`config.mk`:
```
export PLATFORM = sky130hd
export DESIGN_NAME = qac_delay
export DESIGN_NICKNAME = d
export VERILOG_FILES = /design/src/rtl/qac_delay.sv
export SDC_FILE = /design/constraint.sdc
export NUM_CORES = 1
export LEC_CHECK = 0
export BUFFER_PORTS_ARGS = -buffer_cell sky130_fd_sc_hd__buf_2
export CAP_MARGIN = 5
export CORE_MARGIN = 3
export CORE_UTILIZATION = 35
export CTS_CLUSTER_SIZE = 30
export DETAILED_ROUTE_END_ITERATION = 16
export GPL_TIMING_DRIVEN = 1
export PLACE_DENSITY = 0.64
export SLEW_MARGIN = 20
export SYNTH_ARGS = -nofsm -noshare
export SYNTH_HDL_FRONTEND = slang
export SYNTH_SLANG_ARGS = --single-unit
```
`constraint.sdc`:
```
create_clock -name clk_i -period 0.8 [get_ports clk_i]
set_input_delay 0.08 -clock clk_i [delete_from_list [all_inputs] [get_ports clk_i]]
set_output_delay 0.08 -clock clk_i [all_outputs]
set_load 0.02 [all_outputs]
```
`src/rtl/qac_delay.sv`:
```
// Enabled register chain that carries side data alongside the pipeline.
// No dependencies.
`default_nettype none

module qac_delay #(
  parameter int unsigned W = 8,
  parameter int unsigned N = 2
) (
  input  wire logic         clk_i,
  input  wire logic         en_i,
  input  wire logic [W-1:0] d_i,
  output logic      [W-1:0] q_o
);

  logic [W-1:0] stage_q [N];

  always_ff @(posedge clk_i) begin
    if (en_i) begin
      stage_q[0] <= d_i;
      for (int i = 1; i < N; i++) begin
        stage_q[i] <= stage_q[i-1];
      end
    end
  end

  assign q_o = stage_q[N-1];

endmodule

`default_nettype wire

```
### Word level (Yosys, flattened, before mapping)

Memories as Yosys holds them, arrays and structs flattened.
Index checks and enable logic that the tools add are counted.
Widths: inputs -> output; s select.

* $add $sub $neg: 0
* reductions and logical operators: 0
* equal/unequal tests: 0
* shifts and indexed selects: 0
* bitwise logic cells: 0
* mux-type cells: 2
* div/mod/pow operators: 0
* order comparisons: 0
* $mul: 0

Operators by type and width (number)
* $mux 1: 2

* bits in writable memories: 16
* register bits: 0
* bits of input ports: 10
* latch bits: 0
* memories: 1
* output and inout bits: 8
* ROM bits: 0

Memory list
* stage_q: words 2, bits a word 8, read ports 2, clocked after Yosys merged registers in 0, wr ports 2, RTL line 15 `logic [W-1:0] stage_q [N];`

### Longest topological paths before layout

* word-level depth: 2
* mapped depth: 1
* mapped depth without buffers: 0

### Least setup slack after synthesis

Ideal clock, no wire load.

* kind: register -> register
* start point: memory stage_q[0][2]
* end point: memory stage_q[1][2] (netlist: stage_q[0][10]) (data pin)
* slack: 211 ps
* data arrival time: 323 ps
* required time: 534 ps
* period minus slack after synthesis: 589 ps
* buffers on the path: 0
* setup time: 266 ps
* cell stages (with the launch flop): 1
* cell sequence: edfxtp_1

RTL lines (RTL line)
* start: declaration: 15

==> results.sh <==
export IMPL_report_final_slew_viol_count=0
export IMPL_p_leak_nw=0.2786
export IMPL_fillers=124
export IMPL_hold_path_depth=1
export IMPL_hold_path_end="stage_q[0][2]"
export IMPL_syn_inst=24
export IMPL_cap_viol_max_count=0
export IMPL_setup_worst_path_start_class="flop"
export IMPL_vias_per_cell=4.100
export IMPL_ff_latch_area_um2=480.5
export IMPL_critPathBufInv=1
export IMPL_hold_path_class="in2reg"
export IMPL_post_route_drc_count=0
export IMPL_fin_nets=56
export IMPL_max_freq_ghz=1.125
export IMPL_post_route_period_util=1.111
export IMPL_r2r_cells=0
export IMPL_multi_input_gates=0
export IMPL_synthTopCellsByCount="16 x edfxtp_1, 8 x buf_4"
export IMPL_cpMaxStageDelayCell="edfxtp_1"
export IMPL_finalPower_mw=1.545
export IMPL_core_rowCount=13
export IMPL_die_h_um=45.30
export IMPL_synth_area_per_cell_um2=22.52
export IMPL_vias=246
export IMPL_path_cells="buf_6"
export IMPL_tightest_slew_ns=0.3306
export IMPL_wl_um=655
export IMPL_die_w_um=45.30
export IMPL_multiInputGateArea_um2=0
export IMPL_port_buffers=17
export IMPL_worstSetupEndpointType="primary output"
export IMPL_yosysTopAreaCellShare=0.8889
export IMPL_regMostFlops="stage_q"
export IMPL_tritoncts="built"
export IMPL_first_iter_violations=1
export IMPL_synth_most_common_cell="edfxtp_1"
export IMPL_cts_clk_slew_worst_paths_ns=0.08
export IMPL_syn_nets=34
export IMPL_dieArea_um2=2052
export IMPL_ys_seq_elements=16
export IMPL_rsz0062_at_grt="true"
export IMPL_outcome="finished, violations left"
export IMPL_ir_drop_v=0.001048
export IMPL_ys_seq_area_frac=0.8889
export IMPL_gp_congestion=0.6165
export IMPL_syn_cell_area_um2=540.5
export IMPL_post_synth_top_area_cell="edfxtp_1"
export IMPL_worst_slack_ns=-0.08920
export IMPL_io_pins=18
export IMPL_antenna_found_initial=0
export IMPL_synth_distinct_cells=2
export IMPL_maxSlewHeadroom=0.7796
export IMPL_final_antenna_net_count=0
export IMPL_setup_viol=8
export IMPL_reg_top3="stage_q: 16 flops"
export IMPL_clockRootBuffer="clkbuf_4"
export IMPL_drive_gt1_frac=0.4444
export IMPL_ys_flop_type="edfxtp_1"
export IMPL_hold_viol=0
export IMPL_min_from="en_i"
export IMPL_postCtsSetupRepairBufs=0
export IMPL_p_per_area_nw_per_um2=2178
export IMPL_r2r_start="stage_q[0][3]"
export IMPL_violations="negative setup slack"
export IMPL_timing_clock_skew_ns=0.0009311
export IMPL_cts_sinks=16
export IMPL_arrival_ns=0.81
export IMPL_start_util=0.3956
export IMPL_crit_path_max_incr_delay_ns=0.39
export IMPL_reg2reg_setup_slack_ns=0.17
export IMPL_async_reset_ff_frac=0
export IMPL_synth_edf_count=16
export IMPL_syn_to_final_growth_pct=31.25
export IMPL_clockBufferDepth=2
export IMPL_post_route_util=0.5192
export IMPL_n_antenna_cell=0
export IMPL_path_class="reg2out"
export IMPL_fin_crit_ns=0.8892
export IMPL_drt_first_pass_iters=2
export IMPL_htreeDepth=1
export IMPL_crit_family="flip-flops"
export IMPL_crit_path_max_fanout=1
export IMPL_coreArea_um2=1366
export IMPL_grt_pass1_wl_mm=1.069
export IMPL_first_global_vias=255
export IMPL_required_ns=0.72
export IMPL_overflow=0
export IMPL_largest_register_ffs=16
export IMPL_wl_per_cell_um=10.92
export IMPL_synth_area_top_cells="edfxtp_1 89%, buf_4 11%"
export IMPL_cts_buffers=3
export IMPL_yosys_warnings=0
export IMPL_grt_max_degree=17
export IMPL_track_usage=0.07963
export IMPL_clk_latency_ns=0.27
export IMPL_r2r_end="stage_q[0][11]"
stage by stage:
| step | worst slack (ns) | TNS [ns] | cells | hold WS [ns] | area (um2) |
|---|---|---|---|---|---|
| floorplan | 0.2112 | 0 | 24 | 0.1789 | 540.5 |
| global placement | 0.1085 | 0 | 48 | 0.2570 | 584.3 |
| detailed placement | 0.07610 | 0 | 48 | 0.2581 | 584.3 |
| CTS | -0.1048 | -0.7544 | 60 | 0.2214 | 696.9 |
| global route | -0.1412 | -0.9956 | 60 | 0.2152 | 709.4 |
| finish | -0.08920 | -0.6437 | 60 | 0.2223 | 709.4 |
power by group:
group	leakage, nW	internal [mW]	total, mW	switching (mW)
registers	0.157	0.993	1.01	0.0156
clock network	0.0154	0.180	0.402	0.221
logic	0.107	0.0691	0.135	0.0659
total	0.279	1.24	1.55	0.303
routing by layer:
metal | routed length (um) | track usage
met1 | 243 | 0.07592
met5 | 0 | 0
met2 | 327 | 0.1271
met4 | 0 | 0.05263
met3 | 84 | 0.04781
area by class of cell:
type / count / area share
clock buffer: 3 / 0.03175
timing repair buffer: 25 / 0.2593
sequential: 16 / 0.6772
clock inverter: 1 / 0.005291
tap: 15 / 0.02646
repair_timing:
action,4_1_cts,5_1_grt
resized for setup,2,4
hold buffers,8,0
endpoints found under the setup margin,8,8
pin swaps,0,0
endpoints found under the hold margin,8,0
cells by family after synthesis:
kind of cell	synth area share
flip-flops	0.8889
buffers and inverters	0.1111
how the worst max path moves through the flow:
| stage | start | depth (start not counted) | endpoint | slack, ns |
|---|---|---|---|---|
| 3_5_place_dp | en_i | 1 | stage_q[0][13] | 0.08 |
| 4_1_cts | stage_q[0][13] | 1 | q_o[5] | -0.10 |
| 5_1_grt | stage_q[0][11] | 1 | q_o[3] | -0.14 |
| 2_1_floorplan | stage_q[0][2] | 0 | stage_q[0][10] | 0.21 |
| 6_report | stage_q[0][11] | 1 | q_o[3] | -0.09 |
| 3_3_place_gp | en_i | 1 | stage_q[0][14] | 0.11 |
cells in the final DEF (no fill, tap or decap), drive strengths merged:
master	n
dlygate4sd3	8
edfxtp	16
clkbuf	3
buf	17
clkinv	1
(Power assumes the default switching activity.)
