--- config.mk ---
export PLATFORM = sky130hd
export DESIGN_NAME = qac_mul
export DESIGN_NICKNAME = d
export VERILOG_FILES = /design/src/rtl/qac_mul.sv
export SDC_FILE = /design/constraint.sdc
export NUM_CORES = 1
export LEC_CHECK = 0
export BUFFER_PORTS_ARGS = -buffer_cell sky130_fd_sc_hd__buf_2
export CORE_MARGIN = 4
export CORE_UTILIZATION = 35
export CTS_BUF_LIST = sky130_fd_sc_hd__clkbuf_2
export CTS_CLUSTER_SIZE = 10
export DETAILED_ROUTE_END_ITERATION = 10
export PLACE_DENSITY_LB_ADDON = 0.12
export SLEW_MARGIN = 20
export SYNTH_ARGS = -nofsm -noshare
export SYNTH_HDL_FRONTEND = slang
export SYNTH_SLANG_ARGS = --single-unit
--- constraint.sdc ---
create_clock -name clk_i -period 11.16 [get_ports clk_i]
set_input_delay 1.674 -clock clk_i [delete_from_list [all_inputs] [get_ports clk_i]]
set_output_delay 1.674 -clock clk_i [all_outputs]
set_load 0.02 [all_outputs]
--- src/rtl/qac_mul.sv ---
// Two-stage signed multiplier: registered slice products, then a registered sum.
// No dependencies.
`default_nettype none

module qac_mul #(
  parameter int unsigned WA    = 8,
  parameter int unsigned WB    = 8,
  parameter int unsigned CHUNK = 32
) (
  input  wire logic                  clk_i,
  input  wire logic                  en_i,
  input  wire logic signed [WA-1:0]  a_i,
  input  wire logic signed [WB-1:0]  b_i,
  output logic signed [WA+WB-1:0]    p_o
);

  localparam int unsigned NA   = (WA + CHUNK - 1) / CHUNK;
  localparam int unsigned NB   = (WB + CHUNK - 1) / CHUNK;
  localparam int unsigned EA   = NA * CHUNK;
  localparam int unsigned EB   = NB * CHUNK;
  localparam int unsigned PPW  = 2 * CHUNK + 2;
  localparam int unsigned SUMW = EA + EB;

  logic signed [EA-1:0]    a_ext;
  logic signed [EB-1:0]    b_ext;
  logic signed [CHUNK:0]   ca [NA];
  logic signed [CHUNK:0]   cb [NB];
  logic signed [PPW-1:0]   pp_q [NA][NB];
  logic signed [SUMW-1:0]  sum;
  logic signed [WA+WB-1:0] p_q;

  assign a_ext = EA'(a_i);
  assign b_ext = EB'(b_i);

  // low slices are unsigned, the top slice carries the sign
  for (genvar i = 0; i < NA; i++) begin : g_sa
    if (i == NA - 1) begin : g_top
      assign ca[i] = $signed({a_ext[i*CHUNK+CHUNK-1], a_ext[i*CHUNK +: CHUNK]});
    end else begin : g_low
      assign ca[i] = $signed({1'b0, a_ext[i*CHUNK +: CHUNK]});
    end
  end

  for (genvar j = 0; j < NB; j++) begin : g_sb
    if (j == NB - 1) begin : g_top
      assign cb[j] = $signed({b_ext[j*CHUNK+CHUNK-1], b_ext[j*CHUNK +: CHUNK]});
    end else begin : g_low
      assign cb[j] = $signed({1'b0, b_ext[j*CHUNK +: CHUNK]});
    end
  end

  always_ff @(posedge clk_i) begin
    if (en_i) begin
      for (int i = 0; i < NA; i++) begin
        for (int j = 0; j < NB; j++) begin
          pp_q[i][j] <= ca[i] * cb[j];
        end
      end
    end
  end

  always_comb begin
    sum = '0;
    for (int i = 0; i < NA; i++) begin
      for (int j = 0; j < NB; j++) begin
        sum = sum + (SUMW'(pp_q[i][j]) <<< ((i + j) * CHUNK));
      end
    end
  end

  always_ff @(posedge clk_i) begin
    if (en_i) begin
      p_q <= sum[WA+WB-1:0];
    end
  end

  assign p_o = p_q;

endmodule

`default_nettype wire

Word-level counts from Yosys, hierarchy flattened
Memory sizes are Yosys's and may differ from the RTL's. A register that Yosys moved wholly into a read port is not among the register bits. Cells that the tools add are included.

$mul: 1. Muxes and demuxes: 2.

Operators by type and width (count): $mul A8 B8 Y16 (1); $mux W1 (2).

Memories kept: 1. Word-level logic and storage cells: 4. Output and inout port bits: 16. Input bits: 18. Memory bits (writable): 66. Register bits after elaboration: 0.

Memory list: pp_q (depth 1, width 66, read ports 1, clocked after memory_dff 1, write ports 1, RTL line 28) `logic signed [PPW-1:0] pp_q [NA][NB];`.

Depth between registers and ports, before layout
Depth after elaboration: 2. Depth in mapped cells: 16. Gate-level depth less buffers: 16.

Least setup slack after synthesis
No wires, ideal clock.

Path type: input to register. Start point: in a_i[7]. End point: mem pp_q[0][14] in the netlist's numbering (data pin). Slack: 5.623 ns. Arrival: 5.258 ns. Buffers on the path: 0. Cell stages on the path: 14. Data required time: 10.881 ns. Path through: nand2_1 > inv_1 > fa_1 > inv_1 > fa_1 > inv_1 > fa_1 > inv_1 > fa_1 > inv_1 > ha_1 > and3_1 > a2111oi_0 > o311ai_1.

Cells in the longest elaborated chain, start to end: 1.

Ends and longest elaborated chain: from (decl) (RTL line 12) `input wire logic signed [WA-1:0] a_i,`; $mul A8 B8 Y16 (RTL line 56) `pp_q[i][j] <= ca[i] * cb[j];`; to (decl) (RTL line 28).

Every way passes these cells.

Final worst setup path
Start point: in b_i[2]. End point: mem pp_q[0][14] in the netlist's numbering (data pin).

Cells in the longest elaborated chain, start to end: 1.

Ends and longest elaborated chain: from (decl) (RTL line 13) `input wire logic signed [WB-1:0] b_i,`; $mul A8 B8 Y16 (RTL line 56).

Every way passes these cells.

==> impl_results.md <==
* Critical Path End Type: flop
* Seq/Total Area, Yosys at 0.276
* Worst hold margin at ~0.43 ns
* Cts hold-fix bufs at 0
* Yosys Warn Count at 0
* # rows at 36
* Largest net degree at the start of global routing at 33
* Synthesized instance count at 320
* RSZ-0062 raised after global routing: false
* Final period demand of the worst path at 5.49 ns
* Cell Area, Synth at 3480 sq um
* Complex-gate fraction of the synthesized area at 0.0403
* Worst slew pin tran at 0.724 ns
* DR pass1 iterations at 6
* Fmax achieved at 182 MHz
* WS Path Type: primary input to flop
* Hold Fails Final Rpt at 0
* Share of layout cells above drive strength 1 at 0.127
* Max-slew headroom at 0.518
* Leakage at 1.82 nW
* Syn_nets at 422
* Gpl congestion at 0.788
* Design area at a little under 4000 sq um
* Post-Place Cells at 486
* CTS Buf Count at 5
* GRT Total Usage at 0.113
* Die H at 108 um
* Final setup TNS at 0 ns
* Hold path depth at 0
* DRC Markers at 0
* H-Tree Depth at 2
* Clock latency on the worst-skew pair at roughly 0.36 ns
* Vias post-DR at 2092
* Synth Flop Type: edfxtp_1
* Share of flip-flops with an asynchronous set or reset at 0
* Vias in the first global route at 2241
* Worst Hold End: p_o[6]
* # port buffers at 33
* IO Pins at 34
* Hold_sp: pp_q[0][6]
* Final period utilization at 0.492
* Final Non-Filler Cells at 494
* Worst-path clk slew at 0.17 ns
* Post-synth EDFFs at 32
* Slowest stage cell, crit path: fa_1
* Layout Nets at approximately 460
* RR Endpoint: p_o[7]
* Sw Pwr at 0.333 mW
* Worst Skew at 0.0103 ns
* WP data required at 11.25 ns
* Count leader, synth: inv_1
* Worst slack, placed at 5.28 ns
* Max VDD drop at 0.0700 mV
* Power per cell area at 208 nW/um^2
* Initial cell density of the core at 0.358
* P&R area growth vs syn at 11.3%
* Synth area leader: fa_1
* CTS tree: done
* Total internal power at 0.471 mW
* Die W at 108 um
* CP max FO at 8
* Adder-Cell Fraction of Synth Area at 0.421
* Vias per inst at 4.23
* Dpl hpwl at 5.09 mm
* Avg WL per Cell at 11.8 um
* Routed Antenna Nets at 0
* Clk sinks at 32
* Switching part of the total at 0.414
* # Post-CTS Setup Buffers at 0
* Arr. time, crit path at 5.58 ns
* Largest family of logic cells by synthesized area: adder cells
* Most frequent CP cell: inv_1
* Final Worst Setup Slack at between 5 and 6 ns
* Xor and xnor area share after synthesis at 0.0403
* Routed wire length at 5.85 mm
* DR iter-0 viols at 25
* Max-slew violation count at 0
* Seq pwr share at 0.265
* FILL cells at 1020
* Clock network fraction of design power at 0.093
* Post-synthesis mux area share at 0
* Highest cell delay on the worst timing path at 0.66 ns
* Core ar. at 9730 sq um
* Diodes inserted at 0
* Initial antenna violation count at 0
* Number of gates resized after cts at 0
* Clock Path Buffers at 2
* Avg Cell Area, Syn at 10.9 sq um
* Comb pwr share at 0.642
* Clk root buf: clkbuf_2
* Post-synth top cells: inv_1 (87), fa_1 (55), and2_1 (39)
* Top cells by area, synth: fa_1 (32%), edfxtp_1 (28%), ha_1 (10%)
* Worst reg2reg startpoint: pp_q[0][7]
* First-pass GRT wire length at 10.4 mm
* Outcome: finished, final reports clean
* Remaining global-route overflow at 0
* Synth cell types at 28
* Synth Area in Simple Gates at 0.129
* Seq cells post-synth at 32
* FF-to-FF setup slack at 10.54 ns
* Startpoint Class: primary input
* Yosys top cell area share at 0.316
* Die footprint at 11600 sq um
* Worst hold path type: flop to flop
* Reg2reg path depth at 0
* Critical-path cell list: buf_2, nand2_1, inv_1, fa_1, inv_1, fa_1, inv_1, fa_1, inv_1, fa_1, inv_1, ha_1, and3_1, a2111oi_0, o311ai_1
* Max cap viols at 0
* Finish-stage setup viols at 0
* Placed Area at 3810 sq um
==> routing by layer <==
layer | vias up | wire (um) | global-route usage
met5 | - | 0 | 0
met2 | 40 | 2630 | 0.183
li1 | 1052 | - | -
met3 | 3 | 201 | 0.00960
met1 | 997 | 2980 | 0.160
met4 | 0 | 33 | 0.0352
==> stage by stage <==
step                      power, mW   util
after floorplan               0.637      -
after global placement        0.735  0.392
after detailed placement      0.742  0.392
after CTS                     0.820  0.398
after global routing          0.905  0.398
final                         0.804  0.398
==> power groups by stage <==
| stage | clock (mW) | combinational, mW | sequential, mW |
|---|---|---|---|
| 2_1_floorplan | 0 | 0.403 | 0.234 |
| 3_3_place_gp | 0 | 0.520 | 0.216 |
| 3_5_place_dp | 0 | 0.526 | 0.217 |
| 4_1_cts | 0.0784 | 0.529 | 0.213 |
| 5_1_grt | 0.0834 | 0.604 | 0.217 |
| 6_report | 0.0747 | 0.516 | 0.213 |
==> sequential cells by signal (all words and copies together), names as in the netlist <==
signal and flops:
p_o 16, pp_q 16
==> final cells by class <==
type	count	area, sq um	share of cell area
Clock inverter	3	37.5	0.00969
Sequential cell	32	961	0.248
Multi-Input combinational cell	201	2190	0.566
Inverter	87	327	0.0843
Tap cell	133	166	0.0430
Timing Repair Buffer	33	165	0.0426
Clock buffer	5	25.0	0.00646
==> worst max-delay path, delay by kind of cell <==
family / cells / cell delay [ns]
AO/OA/AOI/OAI: 2 / 0.52
adder cells (fa/ha/maj): 5 / 2.55
buffers and inverters: 6 / 0.49
AND/OR/NAND/NOR: 2 / 0.33
==> cells by family after synthesis <==
family / after synthesis
adders and majority gates: 84
buffers and inverters: 87
AOI/OAI and AO/OA: 18
xor gates and xnor gates: 16
and+or+nand+nor: 83
DFF: 32
==> worst max-delay path by stage <==
stage | start | to | slack, ns | depth (start not counted)
floorplan | a_i[7] | pp_q[0][14] | 5.62 | 14
global placement | b_i[2] | pp_q[0][14] | 5.34 | 15
detailed placement | b_i[2] | pp_q[0][14] | 5.28 | 15
CTS | b_i[2] | pp_q[0][14] | 5.67 | 15
global route | b_i[2] | pp_q[0][14] | 5.46 | 15
finish | b_i[2] | pp_q[0][14] | 5.67 | 15
==> placed cells by master, fill, tap and decap left out, types with 3 or more instances in the layout <==
| cell type | instances |
|---|---|
| nand2b_1 | 6 |
| xnor2_1 | 14 |
| and2_1 | 39 |
| buf_2 | 33 |
| a21oi_2 | 3 |
| nand2_1 | 17 |
| a21oi_1 | 3 |
| nor2b_1 | 3 |
| inv_1 | 87 |
| o21ai_0 | 3 |
| clkbuf_2 | 5 |
| edfxtp_1 | 32 |
| fa_1 | 55 |
| ha_1 | 29 |
| nor2_1 | 10 |
No activity file was read; power rests on OpenSTA's default activity.
