[src/rtl/qac_pkg.sv]
// Shared constants and types of the quad area centroid pipeline.
// No dependencies; used by qac_div and quad_area_centroid_core.
`default_nettype none

package qac_pkg;

  // default coordinate width, two's complement
  localparam int unsigned COORD_BITS = 24;
  // operand slice width of the wide multipliers
  localparam int unsigned MUL_CHUNK  = 32;

  // divider status that travels with the quotient
  typedef struct packed {
    logic sat;  // quotient does not fit the coordinate range
    logic neg;  // numerator was negative
  } div_flags_t;

endpackage

`default_nettype wire

[src/rtl/qac_div.sv]
// Pipelined restoring divider, one quotient bit per stage, rounding to nearest.
// Depends on qac_pkg for the status struct.
`default_nettype none

module qac_div #(
  parameter int unsigned NUM_W = 32,
  parameter int unsigned DEN_W = 16,
  parameter int unsigned Q_W   = 8
) (
  input  wire logic                    clk_i,
  input  wire logic                    en_i,
  input  wire logic signed [NUM_W-1:0] num_i,
  input  wire logic        [DEN_W-1:0] den_i,
  output logic             [Q_W-1:0]   q_o,
  output qac_pkg::div_flags_t          flags_o
);

  localparam int unsigned YW  = DEN_W + 1;
  localparam int unsigned RW0 = (NUM_W + 1 > YW + Q_W) ? NUM_W + 1 : YW + Q_W;
  localparam int unsigned RW  = RW0 + 1;

  logic [NUM_W-1:0] mag;
  logic [RW-1:0]    xa_q;
  logic [YW-1:0]    ya_q;
  logic             na_q;

  logic [RW-1:0]       r_q    [Q_W+1];
  logic [YW-1:0]       y_q    [Q_W+1];
  logic [Q_W-1:0]      q_q    [Q_W+1];
  qac_pkg::div_flags_t flg_q  [Q_W+1];

  assign mag = num_i[NUM_W-1] ? NUM_W'(-num_i) : NUM_W'(num_i);

  // round half away: (2|n| + d) / 2d
  always_ff @(posedge clk_i) begin
    if (en_i) begin
      xa_q <= (RW'(mag) << 1) + RW'(den_i);
      ya_q <= {den_i, 1'b0};
      na_q <= num_i[NUM_W-1];
    end
  end

  // overflow check: the quotient would need a bit above its top weight
  always_ff @(posedge clk_i) begin
    if (en_i) begin
      r_q[0]       <= xa_q;
      y_q[0]       <= ya_q;
      q_q[0]       <= '0;
      flg_q[0].sat <= xa_q >= (RW'(ya_q) << Q_W);
      flg_q[0].neg <= na_q;
    end
  end

  for (genvar s = 0; s < Q_W; s++) begin : g_step
    localparam int unsigned SH = Q_W - 1 - s;
    logic [RW-1:0] ys;
    logic          ge;

    assign ys = RW'(y_q[s]) << SH;
    assign ge = r_q[s] >= ys;

    always_ff @(posedge clk_i) begin
      if (en_i) begin
        r_q[s+1]   <= ge ? r_q[s] - ys : r_q[s];
        y_q[s+1]   <= y_q[s];
        q_q[s+1]   <= {q_q[s][Q_W-2:0], ge};
        flg_q[s+1] <= flg_q[s];
      end
    end
  end

  assign q_o     = q_q[Q_W];
  assign flags_o = flg_q[Q_W];

endmodule

`default_nettype wire

[config.mk]
export PLATFORM = sky130hd
export DESIGN_NAME = qac_div
export DESIGN_NICKNAME = d
export VERILOG_FILES = /design/src/rtl/qac_pkg.sv /design/src/rtl/qac_div.sv
export SDC_FILE = /design/constraint.sdc
export NUM_CORES = 1
export LEC_CHECK = 0
export BUFFER_PORTS_ARGS = -buffer_cell sky130_fd_sc_hd__clkbuf_2
export CORE_MARGIN = 3
export CORE_UTILIZATION = 65
export CTS_BUF_LIST = sky130_fd_sc_hd__clkbuf_4 sky130_fd_sc_hd__clkbuf_8
export DETAILED_ROUTE_END_ITERATION = 8
export HOLD_SLACK_MARGIN = 0.15
export PLACE_DENSITY = 0.88
export SKIP_LAST_GASP = 1
export SLEW_MARGIN = 20
export SYNTH_ARGS = -nofsm -noshare
export SYNTH_HDL_FRONTEND = slang
export SYNTH_SLANG_ARGS = --single-unit
[constraint.sdc]
create_clock -name clk_i -period 4.1 [get_ports clk_i]
set_input_delay 0.41 -clock clk_i [delete_from_list [all_inputs] [get_ports clk_i]]
set_output_delay 0.41 -clock clk_i [all_outputs]
set_load 0.1 [all_outputs]
After elaboration in Yosys (flattened, before gate mapping)
Memories as Yosys holds them, arrays and structs flattened.
Index checks and enable logic that the tools add are counted.
{"block": "totals", "regBits": 51, "latch_bits": 0, "ram_bits": 549, "romBits": 0, "inputBits": 50, "out_inout_bits": 10, "wordCells": 37, "memories": 4}
{"name": "r_q", "words": 9, "width": 34, "rd": 8, "rd_ports_with_merged_regs": 0, "wr": 9, "line": "qac_div.sv:27", "text": "logic [RW-1:0] r_q [Q_W+1];"}
{"name": "y_q", "words": 9, "width": 17, "rd": 8, "rd_ports_with_merged_regs": 0, "wr": 9, "line": "qac_div.sv:28", "text": "logic [YW-1:0] y_q [Q_W+1];"}
{"name": "q_q", "words": 9, "width": 8, "rd": 9, "rd_ports_with_merged_regs": 0, "wr": 9, "line": "qac_div.sv:29", "text": "logic [Q_W-1:0] q_q [Q_W+1];"}
{"name": "flg_q", "words": 9, "width": 2, "rd": 9, "rd_ports_with_merged_regs": 0, "wr": 9, "line": "qac_div.sv:30", "text": "qac_pkg::div_flags_t flg_q [Q_W+1];"}
{"block": "op_classes", "add_sub_neg": 10, "mul": 0, "div_mod_pow": 0, "magnitude_cmp": 9, "n_eq_ne": 0, "n_shift": 0, "muxes": 11, "bitwise_logic": 0, "n_reduce_logical": 0}
{"op": "two-way mux 34 bit", "n": 8}
{"op": "adder 33 x 16 -> 34 bit", "n": 1}
{"op": "greater-or-equal comparator 34 x 17 -> 1 bit", "n": 1}
{"op": "greater-or-equal comparator 34 x 18 -> 1 bit", "n": 1}
{"op": "greater-or-equal comparator 34 x 19 -> 1 bit", "n": 1}
{"op": "greater-or-equal comparator 34 x 20 -> 1 bit", "n": 1}
{"op": "greater-or-equal comparator 34 x 21 -> 1 bit", "n": 1}
{"op": "greater-or-equal comparator 34 x 22 -> 1 bit", "n": 1}
{"op": "greater-or-equal comparator 34 x 23 -> 1 bit", "n": 1}
{"op": "greater-or-equal comparator 34 x 24 -> 1 bit", "n": 1}
{"op": "greater-or-equal comparator 34 x 25 -> 1 bit", "n": 1}
{"op": "subtractor 34 x 17 -> 34 bit", "n": 1}
{"op": "subtractor 34 x 18 -> 34 bit", "n": 1}
{"op": "subtractor 34 x 19 -> 34 bit", "n": 1}
{"op": "subtractor 34 x 20 -> 34 bit", "n": 1}
{"op": "subtractor 34 x 21 -> 34 bit", "n": 1}
{"op": "subtractor 34 x 22 -> 34 bit", "n": 1}
{"op": "subtractor 34 x 23 -> 34 bit", "n": 1}
{"op": "subtractor 34 x 24 -> 34 bit", "n": 1}
{"op": "two-way mux 32 bit", "n": 1}
{"op": "negator 32 bit", "n": 1}
{"op": "two-way mux 1 bit", "n": 2}

Logic depth before layout (Yosys ltp)
{"block": "depth", "ltp_word": 3, "ltp_mapped": 15, "mapped_depth_nobuf": 15}

Worst setup path before layout
Ideal clock, no wire load.
{"block": "synth_path", "path_kind": "input-to-reg", "from": "input port num_i[1]", "to": "register xa_q[29], data pin", "setup_ps": 264, "t_arrival_ps": 3360, "required_ps": 3836, "setup_slack_ps": 476, "stages": 13, "path_cell_list": "inv_1 -> ha_1 -> or3b_2 -> o31ai_1 -> xnor2_1 -> ha_1 -> o21a_1 -> a21boi_0 -> a221oi_1 -> o31ai_1 -> nand3_1 -> nor4_1 -> xnor2_1"}
{"block": "synth_via", "elab_chain_cells": 3}
{"element": "from (decl)", "line": "qac_div.sv:12", "text": "input wire logic signed [NUM_W-1:0] num_i,"}
{"element": "negator 32 bit", "line": "qac_div.sv:32", "text": "assign mag = num_i[NUM_W-1] ? NUM_W'(-num_i) : NUM_W'(num_i);"}
{"element": "two-way mux 32 bit *", "line": "qac_div.sv:32"}
{"element": "adder 33 x 16 -> 34 bit *", "line": "qac_div.sv:37", "text": "xa_q <= (RW'(mag) << 1) + RW'(den_i);"}
{"element": "to (signal assigned)", "line": "qac_div.sv:37"}
{"element": "to (decl)", "line": "qac_div.sv:23", "text": "logic [RW-1:0] xa_q;"}
Mark *: on every way between the ends. The rest lies on a longest branch, timed or not.
A chain may end at the register's enable or synchronous reset.

Final worst setup path
{"block": "layout_path", "from": "input port num_i[0]", "to": "register xa_q[32], data pin"}
Same word-level chain as after synthesis.

==> run metrics <==
share of the synthesized area in the top cell type=0.558; Reg clk slew, reported paths=60 ps; Max-Cap Viols=0; Max Slew Vio Count=0; Sink Count=496; post-synth top area cell=edfxtp_1; fin cells=3016; DR WL met2=27.2 mm; clock latency at the later pin of the worst-skew pair=640 ps; post-DR vias/cell=5.96; Total Routing Usage GR=0.229; Synth Warn #=0; vias in the first global route=18333; synthesis-stage register bit count=496; P&R area growth vs syn=10.3%; fraction of layout cells with a size suffix above 1=0.102; clock skew=20.0 ps; post-synthesis cell type count=87; unrepaired setup endpoints after global routing=false; Die Span X=209 um; H-tree depth=3; clock period minus worst slack=3870 ps; Netlist Area Pre-Place=26700 sq um; Hold WC Path Type=input pin to flop; Pleak=0.0114 uW; Mapped Cells=2294; commonest register cell after synthesis=edfxtp_1; crit path capture type=flop; setup_tns=0 ps; Pre-Repair DR Iteration Count=6; Max-slew headroom=0.366; CP Max Fanout=6; core area=40200 sq um; ANT cells=0; number of synthesized flops with an enable pin=496; GR Overflow Total=0; cells taking the most area after synthesis=edfxtp_1 (56%), ha_1 (7.5%), xor2_1 (3.6%); routed length per instance=16.6 um; I/O Pins=60; r2r setup slk=420 ps; crit path launch=num_i[0]; VDD IR max=0.260 mV; Startpoint Class=input pin; placed cells=2861; Die H=209 um; M1 wire length=18.4 mm; first-pass GRT wire length=83.3 mm; initial antenna violation count=0; filler instances=2549; r2r endpoint=r_q[0][266]$_DFFE_PP_; met3 WL=2.24 mm; port bufs=59; Max clock buf depth=3; DRC viols=0; Pwr per Cell Area=541 nW/um^2; RePlAce Congestion=1.00; antenna-violating nets left=0; worst path arrival time=4310 ps; DR vias=17988; row cnt=73; Initial Util=0.665; Max Fclk=258 MHz; Final Hold Viols=0; top routing layer in use=met4; DRT Wirelength=50.1 mm; Final period util=0.945; Final HPWL DP=37.0 mm; crit path kind=input pin to flop; final number of setup-violating endpoints=0; Worst-Margin Slew=952 ps; CTS tree=yes; sequential fraction of the synthesis area=0.558; share of synthesized registers carrying an async set or reset=0; largest net degree at the start of global routing=126; syn_nets=2513; status=finished clean; CTS buffer count=78; NumNets Final=2653; Critical Path RT=4540 ps; syn_area_per_cell=11.6 sq um; drt initial violations=1143; r2r startpoint=r_q[0][206]$_DFFE_PP_; CTS Root Cell=clkbuf_8; R2R cell count=11; CP endpoint=xa_q[32]$_DFFE_PP_; die area=43600 sq um
==> cell type report <==
class                           instances  area [sq um]  area share
Timing Repair Buffer                  106           778      0.0264
Clock inverter                         39           253     0.00858
Sequential cell                       496         14900       0.506
Clock buffer                           98          1250      0.0424
Inverter                              202           758      0.0257
Tap cell                              525           657      0.0223
Multi-Input combinational cell       1550         10900       0.369
==> power breakdown <==
group	switching, uW	leakage [uW]	internal, uW	total [uW]
clock	1820	0.000790	2180	4000
sequential	510	0.00479	6740	7250
combinational	2660	0.00586	2020	4680
==> worst min-delay path by stage <==
stage	startpoint	end	slack, ps	cells after the start
4_1_cts	num_i[29]	xa_q[30]$_DFFE_PP_	170	3
3_5_place_dp	q_q[0][25]$_DFFE_PP_	q_q[0][34]$_DFFE_PP_	400	0
6_report	num_i[29]	xa_q[30]$_DFFE_PP_	230	3
3_3_place_gp	flg_q[0][7]$_DFFE_PP_	flg_q[0][9]$_DFFE_PP_	400	0
2_1_floorplan	na_q$_DFFE_PP_	flg_q[0][0]$_DFFE_PP_	400	0
5_1_grt	num_i[31]	na_q$_DFFE_PP_	240	1
==> routing by layer <==
metal | GRT usage | up-vias
met5 | 0 | -
met4 | 0.124 | 0
met3 | 0.0375 | 155
met2 | 0.443 | 561
met1 | 0.233 | 8476
li1 | - | 8796
==> timing repair <==
action                                  in CTS  in global routing
hold buffers                                18                  0
gates resized for setup                      0                  3
buffers inserted                             0                  0
hold endpoints to repair                    19                  0
endpoints found under the setup margin       0                  6
==> Yosys cell counts, drive strengths merged, types with 25 or more instances <==
master / count
o21ai: 133
xor2: 111
nor3: 56
or3: 26
nand2b: 25
xnor2: 108
a21o: 47
a21oi: 125
ha: 161
o31ai: 26
nand3: 46
nor2: 139
edfxtp: 496
inv: 201
nand2: 165
o21a: 31
nor4: 46
==> cell families (layout without fill, tap and decap cells) <==
family / Yosys count / count (layout) / synth area share
compound gates: 490 / 490 / 0.118
xor+xnor: 219 / 219 / 0.0718
fa+ha+maj: 169 / 169 / 0.0814
buf+inv: 248 / 445 / 0.0370
flops: 496 / 496 / 0.558
mux: 22 / 22 / 0.00909
other cells: 1 / 1 / 0.000140
simple gates: 649 / 649 / 0.125
==> state kept, by name (all words and copies together), names as in the netlist <==
name   count
flg_q     18
na_q       1
q_q       36
r_q      272
xa_q      34
y_q      120
ya_q      15
==> layout by cell type, fill, tap and decap left out, types with 17 or more instances in the layout <==
cell type and count:
dlygate4sd3_1 18, nor2_1 139, inv_1 200, buf_4 23, nand2b_1 25, a21o_1 47
nand2_1 164, ha_1 161, clkbuf_2 58, clkinv_1 22, xnor2_1 108, o21bai_1 17
o21a_1 31, edfxtp_1 496, nand4_1 19, o31ai_1 25, clkbuf_8 82, nor3_1 55
nor2b_1 24, a21oi_1 124, nand3_1 46, xor2_1 111, or3_1 26, mux2_2 18
or4_1 22, a211oi_1 19, o21ai_0 129, nor4_1 44
==> critical path: stages <==
cell and delay [ps]:
dlygate4sd3_1 530, clkbuf_2 140, inv_1 60, ha_1 170, or3b_2 510, nand2_1 110
xnor2_1 70, ha_1 380, nand2_1 110, o311a_1 370, o21ai_0 260, o21ai_0 210
o21ai_2 320, nand3_1 160, or3_1 410, o41ai_1 80
==> per-stage QoR <==
step                      cell area, sq um  utilization  hold slack (ps)  power, uW  setup WS (ps)
after floorplan                      26700            -              400      10700            476
after global placement               27800        0.691              402      11600            183
after detailed placement             27800        0.691              405      11900           2.71
after CTS                            29400        0.733              174      16000            157
after global routing                 29400        0.733              236      16900           58.1
final                                29400        0.733              226      15900            226
No activity file was read; power rests on OpenSTA's default activity.
